**src/bls_pkg.sv**
```systemverilog
package bls_pkg;

  // Coordinate width of every endpoint and pixel position.
  localparam int CoordBits = 16;
  localparam int ColorBits = 32;
  localparam int FrameBits = 13;

  // Absolute distances need one more bit, the error term two more.
  localparam int DeltaBits = CoordBits + 1;
  localparam int ErrBits   = CoordBits + 2;

  localparam int InDataRaw  = 4 * CoordBits + ColorBits;
  localparam int InDataBits = ((InDataRaw + 7) / 8) * 8;
  localparam int OutDataRaw  = 2 * CoordBits + ColorBits;
  localparam int OutDataBits = ((OutDataRaw + 7) / 8) * 8;

  localparam logic [FrameBits-1:0] FrameWidthReset  = FrameBits'(640);
  localparam logic [FrameBits-1:0] FrameHeightReset = FrameBits'(480);

  typedef logic signed [CoordBits-1:0] coord_t;
  typedef logic [DeltaBits-1:0]        delta_t;
  typedef logic signed [ErrBits-1:0]   err_t;
  typedef logic [ColorBits-1:0]        color_t;
  typedef logic [FrameBits-1:0]        frame_t;

  typedef enum logic {
    CmdStart = 1'b0,
    CmdNext  = 1'b1
  } cmd_e;

  typedef enum logic {
    RegFrameWidth  = 1'b0,
    RegFrameHeight = 1'b1
  } reg_e;

endpackage

```
**src/bresenham_line_stepper.sv**
```systemverilog
// A pixel is in the output register in the cycle after its command transfer.
// Throughput: one command per cycle while the output register is empty or its held pixel
// is taken in the same cycle; otherwise s_axis_tready_o is low and the command stalls.
// Reset (rst_ni low, asynchronous): no line active, output empty, walk state zero,
// frame size back to 640 x 480.
module bresenham_line_stepper (
  input  logic                              clk_i,
  input  logic                              rst_ni,
  // Configuration write port
  input  logic                              cfg_we_i,
  input  logic                              cfg_index_i,
  input  logic [bls_pkg::FrameBits-1:0]     cfg_data_i,
  // Command stream
  input  logic                              s_axis_tvalid_i,
  output logic                              s_axis_tready_o,
  // tdata: x_start, y_start, x_end, y_end, color (from bit 0 up)
  input  logic [bls_pkg::InDataBits-1:0]    s_axis_tdata_i,
  // tuser: cmd
  input  logic                              s_axis_tuser_i,
  // Pixel stream
  output logic                              m_axis_tvalid_o,
  input  logic                              m_axis_tready_i,
  // tdata: out_x, out_y, out_color (from bit 0 up)
  output logic [bls_pkg::OutDataBits-1:0]   m_axis_tdata_o,
  // tuser: on_screen
  output logic                              m_axis_tuser_o,
  // tlast: last_pixel
  output logic                              m_axis_tlast_o
);

  localparam int Cb = bls_pkg::CoordBits;
  localparam int CmpBits = bls_pkg::CoordBits + bls_pkg::FrameBits;

  // Frame size registers
  bls_pkg::frame_t frame_w_q, frame_h_q;

  // Walk state
  bls_pkg::coord_t cur_x_q, cur_y_q, tgt_x_q, tgt_y_q;
  bls_pkg::delta_t dx_q, dy_q;
  logic            neg_x_q, neg_y_q;
  bls_pkg::err_t   err_q;
  bls_pkg::color_t color_q;
  logic            busy_q;

  // Output register
  logic            out_valid_q;
  bls_pkg::coord_t out_x_q, out_y_q;
  bls_pkg::color_t out_color_q;
  logic            out_on_q, out_last_q;

  // ---------------------------------------------------------------------------
  // Handshake: take a command whenever the output register is empty or drains
  // ---------------------------------------------------------------------------
  logic          in_xfer, do_start, do_next, produce;
  bls_pkg::cmd_e cmd;

  assign s_axis_tready_o = !out_valid_q || m_axis_tready_i;
  assign in_xfer  = s_axis_tvalid_i && s_axis_tready_o;
  assign cmd      = bls_pkg::cmd_e'(s_axis_tuser_i);
  assign do_start = in_xfer && (cmd == bls_pkg::CmdStart);
  // A next command with no line running is dropped without a result.
  assign do_next  = in_xfer && (cmd == bls_pkg::CmdNext) && busy_q;
  assign produce  = do_start || do_next;

  // ---------------------------------------------------------------------------
  // Start path: set up endpoints, distances, directions and the error term
  // ---------------------------------------------------------------------------
  bls_pkg::coord_t x0, y0, x1, y1;
  bls_pkg::coord_t xa, xb, ya, yb;
  logic            swap_y, swap_x;
  logic signed [Cb:0] dxs, dys;
  bls_pkg::delta_t st_dx, st_dy;
  bls_pkg::err_t   st_err;
  logic            st_neg_x, st_neg_y;

  assign x0 = s_axis_tdata_i[0*Cb +: Cb];
  assign y0 = s_axis_tdata_i[1*Cb +: Cb];
  assign x1 = s_axis_tdata_i[2*Cb +: Cb];
  assign y1 = s_axis_tdata_i[3*Cb +: Cb];

  always_comb begin
    // A vertical line (or a point) walks from its smaller y upward.
    swap_y = (x0 == x1) && (y0 > y1);
    ya     = swap_y ? y1 : y0;
    yb     = swap_y ? y0 : y1;
    // A horizontal line walks from its smaller x upward.
    swap_x = (ya == yb) && (x0 > x1);
    xa     = swap_x ? x1 : x0;
    xb     = swap_x ? x0 : x1;

    dxs = (Cb+1)'(xb) - (Cb+1)'(xa);
    dys = (Cb+1)'(yb) - (Cb+1)'(ya);
    st_dx = dxs[Cb] ? bls_pkg::DeltaBits'(-dxs) : bls_pkg::DeltaBits'(dxs);
    st_dy = dys[Cb] ? bls_pkg::DeltaBits'(-dys) : bls_pkg::DeltaBits'(dys);

    st_neg_x = !(xa < xb);
    st_neg_y = !(ya < yb);
    st_err   = $signed({1'b0, st_dx}) - $signed({1'b0, st_dy});
  end

  // ---------------------------------------------------------------------------
  // Step path: one Bresenham step, e2 = 2*err against -dy and dx
  // ---------------------------------------------------------------------------
  logic signed [bls_pkg::ErrBits:0] e2, neg_dy, pos_dx;
  logic            take_x, take_y;
  bls_pkg::err_t   nx_err;
  bls_pkg::coord_t nx_x, nx_y;

  always_comb begin
    e2     = {err_q, 1'b0};
    pos_dx = $signed({2'b00, dx_q});
    neg_dy = -$signed({2'b00, dy_q});
    take_x = e2 > neg_dy;
    take_y = e2 < pos_dx;

    nx_err = err_q;
    nx_x   = cur_x_q;
    nx_y   = cur_y_q;
    if (take_x) begin
      nx_err = nx_err - $signed({1'b0, dy_q});
      nx_x   = neg_x_q ? cur_x_q - Cb'(1) : cur_x_q + Cb'(1);
    end
    if (take_y) begin
      nx_err = nx_err + $signed({1'b0, dx_q});
      nx_y   = neg_y_q ? cur_y_q - Cb'(1) : cur_y_q + Cb'(1);
    end
  end

  // ---------------------------------------------------------------------------
  // Pixel flags for whichever position is produced this cycle
  // ---------------------------------------------------------------------------
  bls_pkg::coord_t px_x, px_y, px_tx, px_ty;
  bls_pkg::color_t px_color;
  logic            px_on, px_last;

  always_comb begin
    px_x     = do_start ? xa : nx_x;
    px_y     = do_start ? ya : nx_y;
    px_tx    = do_start ? xb : tgt_x_q;
    px_ty    = do_start ? yb : tgt_y_q;
    px_color = do_start ? s_axis_tdata_i[4*Cb +: bls_pkg::ColorBits] : color_q;
    px_last  = (px_x == px_tx) && (px_y == px_ty);
    px_on    = !px_x[Cb-1] && !px_y[Cb-1]
               && (CmpBits'($unsigned(px_x)) < CmpBits'(frame_w_q))
               && (CmpBits'($unsigned(px_y)) < CmpBits'(frame_h_q));
  end

  // ---------------------------------------------------------------------------
  // Configuration registers
  // ---------------------------------------------------------------------------
  always_ff @(posedge clk_i or negedge rst_ni) begin
    if (!rst_ni) begin
      frame_w_q <= bls_pkg::FrameWidthReset;
      frame_h_q <= bls_pkg::FrameHeightReset;
    end else if (cfg_we_i) begin
      unique case (bls_pkg::reg_e'(cfg_index_i))
        bls_pkg::RegFrameWidth:  frame_w_q <= cfg_data_i;
        bls_pkg::RegFrameHeight: frame_h_q <= cfg_data_i;
        default: ;
      endcase
    end
  end

  // ---------------------------------------------------------------------------
  // Walk state: load on start, advance on next
  // ---------------------------------------------------------------------------
  always_ff @(posedge clk_i or negedge rst_ni) begin
    if (!rst_ni) begin
      cur_x_q <= '0;
      cur_y_q <= '0;
      tgt_x_q <= '0;
      tgt_y_q <= '0;
      dx_q    <= '0;
      dy_q    <= '0;
      neg_x_q <= 1'b0;
      neg_y_q <= 1'b0;
      err_q   <= '0;
      color_q <= '0;
      busy_q  <= 1'b0;
    end else if (do_start) begin
      cur_x_q <= xa;
      cur_y_q <= ya;
      tgt_x_q <= xb;
      tgt_y_q <= yb;
      dx_q    <= st_dx;
      dy_q    <= st_dy;
      neg_x_q <= st_neg_x;
      neg_y_q <= st_neg_y;
      err_q   <= st_err;
      color_q <= px_color;
      busy_q  <= !px_last;
    end else if (do_next) begin
      cur_x_q <= nx_x;
      cur_y_q <= nx_y;
      err_q   <= nx_err;
      busy_q  <= !px_last;
    end
  end

  // ---------------------------------------------------------------------------
  // Output register: hold the pixel until its transfer
  // ---------------------------------------------------------------------------
  always_ff @(posedge clk_i or negedge rst_ni) begin
    if (!rst_ni) begin
      out_valid_q <= 1'b0;
    end else if (produce) begin
      out_valid_q <= 1'b1;
    end else if (m_axis_tready_i) begin
      out_valid_q <= 1'b0;
    end
  end

  always_ff @(posedge clk_i) begin
    if (produce) begin
      out_x_q     <= px_x;
      out_y_q     <= px_y;
      out_color_q <= px_color;
      out_on_q    <= px_on;
      out_last_q  <= px_last;
    end
  end

  assign m_axis_tvalid_o = out_valid_q;
  assign m_axis_tdata_o  = bls_pkg::OutDataBits'({out_color_q, out_y_q, out_x_q});
  assign m_axis_tuser_o  = out_on_q;
  assign m_axis_tlast_o  = out_last_q;

  // ---------------------------------------------------------------------------
  // Assertions
  // ---------------------------------------------------------------------------
  a_start_gives_pixel: assert property (@(posedge clk_i) disable iff (!rst_ni)
    (in_xfer && cmd == bls_pkg::CmdStart) |=> m_axis_tvalid_o)
    else $error("start transfer produced no pixel");

  a_idle_next_silent: assert property (@(posedge clk_i) disable iff (!rst_ni)
    (in_xfer && cmd == bls_pkg::CmdNext && !busy_q) |=> !m_axis_tvalid_o)
    else $error("next command while idle produced a pixel");

  a_busy_tracks_last: assert property (@(posedge clk_i) disable iff (!rst_ni)
    m_axis_tvalid_o |-> (busy_q == !m_axis_tlast_o))
    else $error("line activity disagrees with last-pixel flag");

  // A running line always has a pixel left, so every step moves x, y or both.
  a_next_moves_one: assert property (@(posedge clk_i) disable iff (!rst_ni)
    do_next |-> (take_x || take_y))
    else $error("next step moved neither coordinate");

endmodule
```
**config.mk**
```make
export PLATFORM = sky130hd
export DESIGN_NAME = bresenham_line_stepper
export DESIGN_NICKNAME = d
export VERILOG_FILES = /design/src/bls_pkg.sv /design/src/bresenham_line_stepper.sv
export SDC_FILE = /design/constraint.sdc
export NUM_CORES = 1
export LEC_CHECK = 0
export ABC_AREA = 1
export BUFFER_PORTS_ARGS = -buffer_cell sky130_fd_sc_hd__buf_2
export CORE_UTILIZATION = 55
export DETAILED_ROUTE_END_ITERATION = 8
export HOLD_SLACK_MARGIN = 0.02
export PLACE_DENSITY_LB_ADDON = 0.12
export SLEW_MARGIN = 15
export SYNTH_ARGS = -nofsm -noshare
export SYNTH_HDL_FRONTEND = slang
export SYNTH_SLANG_ARGS = --single-unit
```
**constraint.sdc**
```tcl
create_clock -name clk_i -period 5.55 [get_ports clk_i]
set_input_delay 0.8325 -clock clk_i [delete_from_list [all_inputs] [get_ports clk_i]]
set_output_delay 0.8325 -clock clk_i [all_outputs]
set_load 0.02 [all_outputs]
```
==> results of run 1 <==
-- worst max-delay path: cells and delay by family (launching register included) --
family | cells | cell delay, ns
AO/OA/AOI/OAI | 10 | 1.05
AND/OR/NAND/NOR | 24 | 2.70
buffers and inverters | 4 | 0.40
flip-flops | 1 | 0.41
XOR/XNOR | 3 | 0.35
adder cells (fa/ha/maj) | 3 | 0.67
-- state kept, by name (all words and copies together), names as in the netlist, 16 cells and up --
signal,cells
cur_x_q,16
out_color_q,32
dy_q,17
color_q,32
out_x_q,16
tgt_x_q,16
out_y_q,16
err_q,18
dx_q,17
tgt_y_q,16
cur_y_q,16
-- stage by stage --
stage | util [%] | hold slack [ns] | std cells
after floorplan | - | 0.437 | 2821
after global placement | 67.5 | 0.448 | 3740
after detailed placement | 67.5 | 0.454 | 3740
after CTS | 71.6 | 0.311 | 3826
after global routing | 75.2 | 0.337 | 3872
final | 75.2 | 0.282 | 3873
-- how the worst max path moves through the flow --
stage / startpoint / endpoint / slack, ns / depth (start not counted)
finish: dy_q[0] / err_q[17] / -0.16 / 44
detailed placement: s_axis_tdata_i[46] / err_q[15] / -0.99 / 45
global route: dy_q[0] / err_q[17] / -0.56 / 41
floorplan: dy_q[0] / err_q[17] / -0.009 / 46
global placement: s_axis_tdata_i[44] / err_q[15] / -0.91 / 45
CTS: dy_q[0] / err_q[17] / -0.05 / 43
-- power by group --
part           switching [uW]  total (uW)  leakage, uW  internal (uW)
clock                     790        1840     0.000436           1050
combinational            5770       10100       0.0109           4360
sequential                430        2960      0.00279           2530
-- cell families after synthesis --
logic type	after synthesis
multiplexers	2
XOR/XNOR	105
AO/OA/AOI/OAI	475
adder cells (fa/ha/maj)	175
AND/OR/NAND/NOR	1339
flip-flops	244
buffers and inverters	481
-- Yosys cell counts, drive strengths merged (24+ instances only) --
cell type and number:
clkbuf 42, xor2 70, o21ai 242, edfxtp 66
buf 34, dfrtp 172, ha 170, xnor2 35
o211ai 24, nor2 155, nand2 931, nand3 151
nand4 51, a21oi 152, inv 404
-- routing by layer --
metal  vias to the layer above  share of wire (%)
met3                       153                5.5
li1                      10300                  -
met4                         2                4.3
met5                         -              0.022
met1                      9794                 42
met2                       673                 48
-- repair_timing --
action / 4_1_cts / 5_1_grt
buffers inserted: 37 / 43
resized for setup: 78 / 235
pin swaps: 59 / 125
setup endpoints to repair: 12 / 13
gates cloned: 1 / 3
-- layout make-up --
type                    instances  share of cell area, %
diodes                          1                0.00937
clock buffers                  32                   2.64
clock inverters                17                  0.670
inverters                     405                   5.77
multi-input cells            2097                   48.1
flip-flops and latches        244                   24.1
well taps                     461                   2.16
repair buffers                616                   16.5
==> results.json, run 1 <==
{
  "numCtsBuffers": 27,
  "setup_viol": 6,
  "grt_overflow": 0,
  "initial_core_util_pct": 55.8,
  "setup.worst_path.class": "register to register",
  "cts_htree_levels": 1,
  "grt_use_met3_pct": 3.56,
  "synthTopCellsByArea": "dfrtp_1 (22%), nand2_1 (17%), ha_1 (11%)",
  "power_uw": 14900,
  "wl_per_cell_um": 16.5,
  "synth_compound_area_share_pct": 13.1,
  "reg2reg_slack_ns": -0.16,
  "antenna_found_initial": 2,
  "synth_seq_cells": 244,
  "setup-tns-final_ns": -0.678,
  "maxCapViolCount": 0,
  "min_period_ns": 5.71,
  "drive_gt1_share_pct": 29.2,
  "grt.total_usage_pct": 32.8,
  "synth-warning-count": 0,
  "synth-main-ff-cell": "dfrtp_1",
  "rows": 69,
  "fin_skew_ns": 0.0150,
  "fp.coreArea_sq_um": 35500,
  "muxShareOfSynthArea_pct": 0.101,
  "clock_path_buffers": 3,
  "grt_max_degree": 106,
  "grt_use_met1_pct": 41.5,
  "drc": 0,
  "synthAdderAreaFrac_pct": 11.2,
  "io-pin-count": 184,
  "final_common_cell": "nand2_1",
  "cp_slowest_cell": "dfrtp_1",
  "vias": 20900,
  "stdcell_area_sq_um": 26700,
  "ctsHoldBuffers": 0,
  "finalNetCount": 3682,
  "seqCellArea_sq_um": 6440,
  "met2_usage_pct": 56.4,
  "arrival_ns": 6.15,
  "grt_pass1_wl_um": 95900,
  "yosys.area_share.simple_pct": 28.8,
  "hpwl_um": 46300,
  "cts_tree": "done",
  "max_stage_delay_ns": 0.41,
  "synth_top_family_by_area": "simple AND/OR/NAND/NOR gates",
  "crit_fanout": 5,
  "outcome": "complete, but fails checks",
  "die_h_um": 192,
  "min_period_over_period_pct": 103,
  "dieWidth_um": 192,
  "cp-end-kind": "register",
  "top_usage_layer": "met2",
  "r2r_start": "dy_q[0]",
  "n_fill_cell": 2655,
  "mostFrequentLayoutCells": "nand2_1 (828), buf_4 (413), inv_1 (362), o21ai_0 (188), dfrtp_1 (172)",
  "finalWirelength_um": 63800,
  "ys_seq_area_share_pct": 32.5,
  "drtIter0Drc": 1608,
  "vdd_drop_max_v": 0.000516,
  "finalMaxSlewViolations": 0,
  "clock-sinks": 244,
  "crit_top_cell": "nor2_2",
  "clk_pin_slew_ns": 0.07,
  "rsz0062_at_grt": "true",
  "r2r-end": "err_q[17]",
  "synth_top_area_share_pct": 21.7,
  "start_kind": "register",
  "p_per_area_nw_per_um2": 559,
  "power_leakage_uw": 0.0141,
  "ys_types": 60,
  "multiInputGateArea_sq_um": 12800,
  "syn-num-nets": 3112,
  "grt_pass1_vias": 19700,
  "syn_area_sq_um": 19800,
  "gp_congestion": 0.974,
  "violations": "negative setup slack",
  "clk_latency_ns": 0.56,
  "antenna_left": 0,
  "port_buffers": 183,
  "synth_edf_count": 66,
  "hold_viol": 0,
  "syn_to_final_growth_pct": 34.8,
  "place_area_sq_um": 23900,
  "worst_pin_slew_ns": 1.05,
  "first_pass_iters": 6,
  "reg2reg_depth": 44,
  "cts_root_buf": "clkbuf_16",
  "place_ws_ns": -0.994,
  "viasPerCell": 5.41,
  "avgSynthCellArea_sq_um": 7.02,
  "max_freq_ghz": 0.175,
  "layout_setup_ws_ns": -0.158,
  "cp_data_required_time_ns": 5.99,
  "synthCells": 2821,
  "yosys.area.top_type": "dfrtp_1",
  "min_path_type": "input port to async pin",
  "slew_headroom_pct": 29.7,
  "die_area_sq_um": 36800,
  "ys_async_sr_fraction_pct": 73.0,
  "synth-xor-area-share_pct": 4.68
}
Note: power is estimated with default switching activity, not from simulation.
==> run 2: changes to the inputs <==
Settings changed: RECOVER_POWER set to 25.
==> run 2 against run 1 <==
Compared with the run above: the run ends with max-capacitance violations, max-slew violations, negative setup slack left; sequential share of layout area is essentially flat; clock skew down 0.0016 ns; maximum frequency is essentially flat; core utilization about the same; clock power hardly changed; sequential cell count unchanged; hold slack improved by 0.19 ns; worst setup slack better by 0.0025 ns; cell count unchanged; via count about the same.
==> results.json, run 2 (synthesis results as in run 1) <==
{
  "cp_data_required_time_ns": 5.94,
  "drive_gt1_share_pct": 29.2,
  "mostFrequentLayoutCells": "nand2_1 (828), buf_4 (413), inv_1 (362), o21ai_0 (188), dfrtp_1 (172)",
  "combPwrFrac_pct": 67.8,
  "grt_pass1_wl_um": 95900,
  "ctsHoldBuffers": 0,
  "fin_skew_ns": 0.0134,
  "cp-endpoint": "err_q[7]",
  "crit_fanout": 5,
  "dp_cells": 3740,
  "r2r_start": "dy_q[0]",
  "vias": 21000,
  "io-pin-count": 184,
  "maxCapViolCount": 1,
  "port_buffers": 183,
  "first_pass_iters": 8,
  "wl_per_cell_um": 16.5,
  "cell_internal_pwr_uw": 7940,
  "clockPowerShare_pct": 12.3,
  "reg2reg_slack_ns": -0.16,
  "cts_tree": "done",
  "clock-sinks": 244,
  "p_sw_share_pct": 46.8,
  "min_period_over_period_pct": 103,
  "worst_pin_slew_ns": 4.24,
  "r2r-end": "err_q[7]",
  "finalNetCount": 3682,
  "rows": 69,
  "setup.worst_path.class": "register to register",
  "setup-tns-final_ns": -0.668,
  "min_period_ns": 5.71,
  "p_per_area_nw_per_um2": 560,
  "vdd_drop_max_v": 0.000514,
  "cp_slowest_cell": "dfrtp_1",
  "dieWidth_um": 192,
  "cp-end-kind": "register",
  "numCtsBuffers": 27,
  "die_h_um": 192,
  "cts_root_buf": "clkbuf_16",
  "syn_to_final_growth_pct": 34.7,
  "grt_overflow": 0,
  "fin_util_pct": 75.2,
  "gp_congestion": 0.974,
  "drc": 0,
  "crit_path_start": "dy_q[0]",
  "grt_pass1_vias": 19700,
  "pwr-share-seq_pct": 19.8,
  "clk_pin_slew_ns": 0.07,
  "initial_core_util_pct": 55.8,
  "p_switching_uw": 6990,
  "min_path_type": "register to register",
  "slew_headroom_pct": -183,
  "final_common_cell": "nand2_1",
  "cts_htree_levels": 1,
  "die_area_sq_um": 36800,
  "grt_max_degree": 106,
  "hold_viol": 0,
  "antenna_left": 0,
  "reg.largest.list": "color_q: 32 flops, out_color_q: 32 flops, err_q: 18 flops",
  "crit_top_cell": "buf_4",
  "violations": "max-capacitance violations, max-slew violations, negative setup slack",
  "start_kind": "register",
  "hpwl_um": 46300,
  "final-instance-count-excl-fill": 3873,
  "max_stage_delay_ns": 0.41,
  "reg2reg_depth": 41,
  "finalWirelength_um": 63800,
  "power_leakage_uw": 0.0141,
  "finalMaxSlewViolations": 74,
  "viasPerCell": 5.41,
  "setup_viol": 6,
  "rsz0062_at_grt": "true",
  "clk_latency_ns": 0.56,
  "arrival_ns": 6.09,
  "layout_setup_ws_ns": -0.155,
  "outcome": "complete, but fails checks",
  "grt.total_usage_pct": 32.8,
  "clock_path_buffers": 3,
  "antenna_found_initial": 2,
  "fp.coreArea_sq_um": 35500,
  "max_freq_ghz": 0.175,
  "drtIter0Drc": 1608
}
==> run 2: worst min-delay path by stage <==
stage                           start     endpoint  slack [ns]  cells past startpoint
final                      color_q[0]   color_q[0]        0.47                      2
after global routing       color_q[8]   color_q[8]        0.49                      2
after CTS                      rst_ni   color_q[4]        0.31                      1
after detailed placement   color_q[0]   color_q[0]        0.45                      2
after global placement    color_q[24]  color_q[24]        0.45                      2
after floorplan            color_q[0]   color_q[0]        0.44                      2
==> run 2: critical path: cells and delay by family (launching register included) <==
kind	cells	cell delay [ns]
xor gates and xnor gates	3	0.35
adders and majority gates	3	0.67
AOI/OAI and AO/OA	6	0.69
DFF	1	0.41
buffers and inverters	11	1.32
and+or+nand+nor	18	2.13
==> run 2: per-stage QoR <==
stage	instance area (sq um)	worst slack, ns	hold WS, ns	total power [uW]
global route	26700	-0.556	0.486	16200
finish	26700	-0.155	0.467	14900
CTS	25400	-0.0462	0.311	14100
detailed placement	23900	-0.994	0.454	11700
global placement	23900	-0.913	0.448	11400
floorplan	20200	-0.00941	0.437	8870
==> run 2: timing repair <==
| action | 4_1_cts | 5_1_grt |
|---|---|---|
| setup endpoints to repair | 12 | 13 |
| resized for setup | 78 | 235 |
| gates cloned | 1 | 3 |
| pin swaps | 59 | 125 |
| setup buffers | 37 | 43 |
==> run 2: layout make-up <==
| type | instances | area, sq um |
|---|---|---|
| multi-input cells | 2097 | 12800 |
| fillers | 2656 | 8800 |
| flip-flops and latches | 244 | 6440 |
| repair buffers | 616 | 4400 |
| inverters | 405 | 1540 |
| clock buffers | 32 | 704 |
| well taps | 461 | 577 |
| clock inverters | 17 | 179 |
| diodes | 1 | 2.50 |
==> run 2: power groups by stage <==
stage	logic (uW)	registers [uW]	clock network, uW
2_1_floorplan	5790	3080	0
3_3_place_gp	8430	2950	0
3_5_place_dp	8740	2960	0
4_1_cts	9310	2950	1850
5_1_grt	11200	3020	1920
6_report	10100	2960	1840
==> run 2: per-layer routing <==
| layer | global-route usage, % | vias to the layer above | share of wire [%] |
|---|---|---|---|
| met5 | 0 | - | 0.022 |
| met4 | 13.9 | 2 | 4.2 |
| met3 | 3.56 | 148 | 5.4 |
| met2 | 56.4 | 661 | 48 |
| met1 | 41.5 | 9824 | 42 |
| li1 | - | 10300 | - |
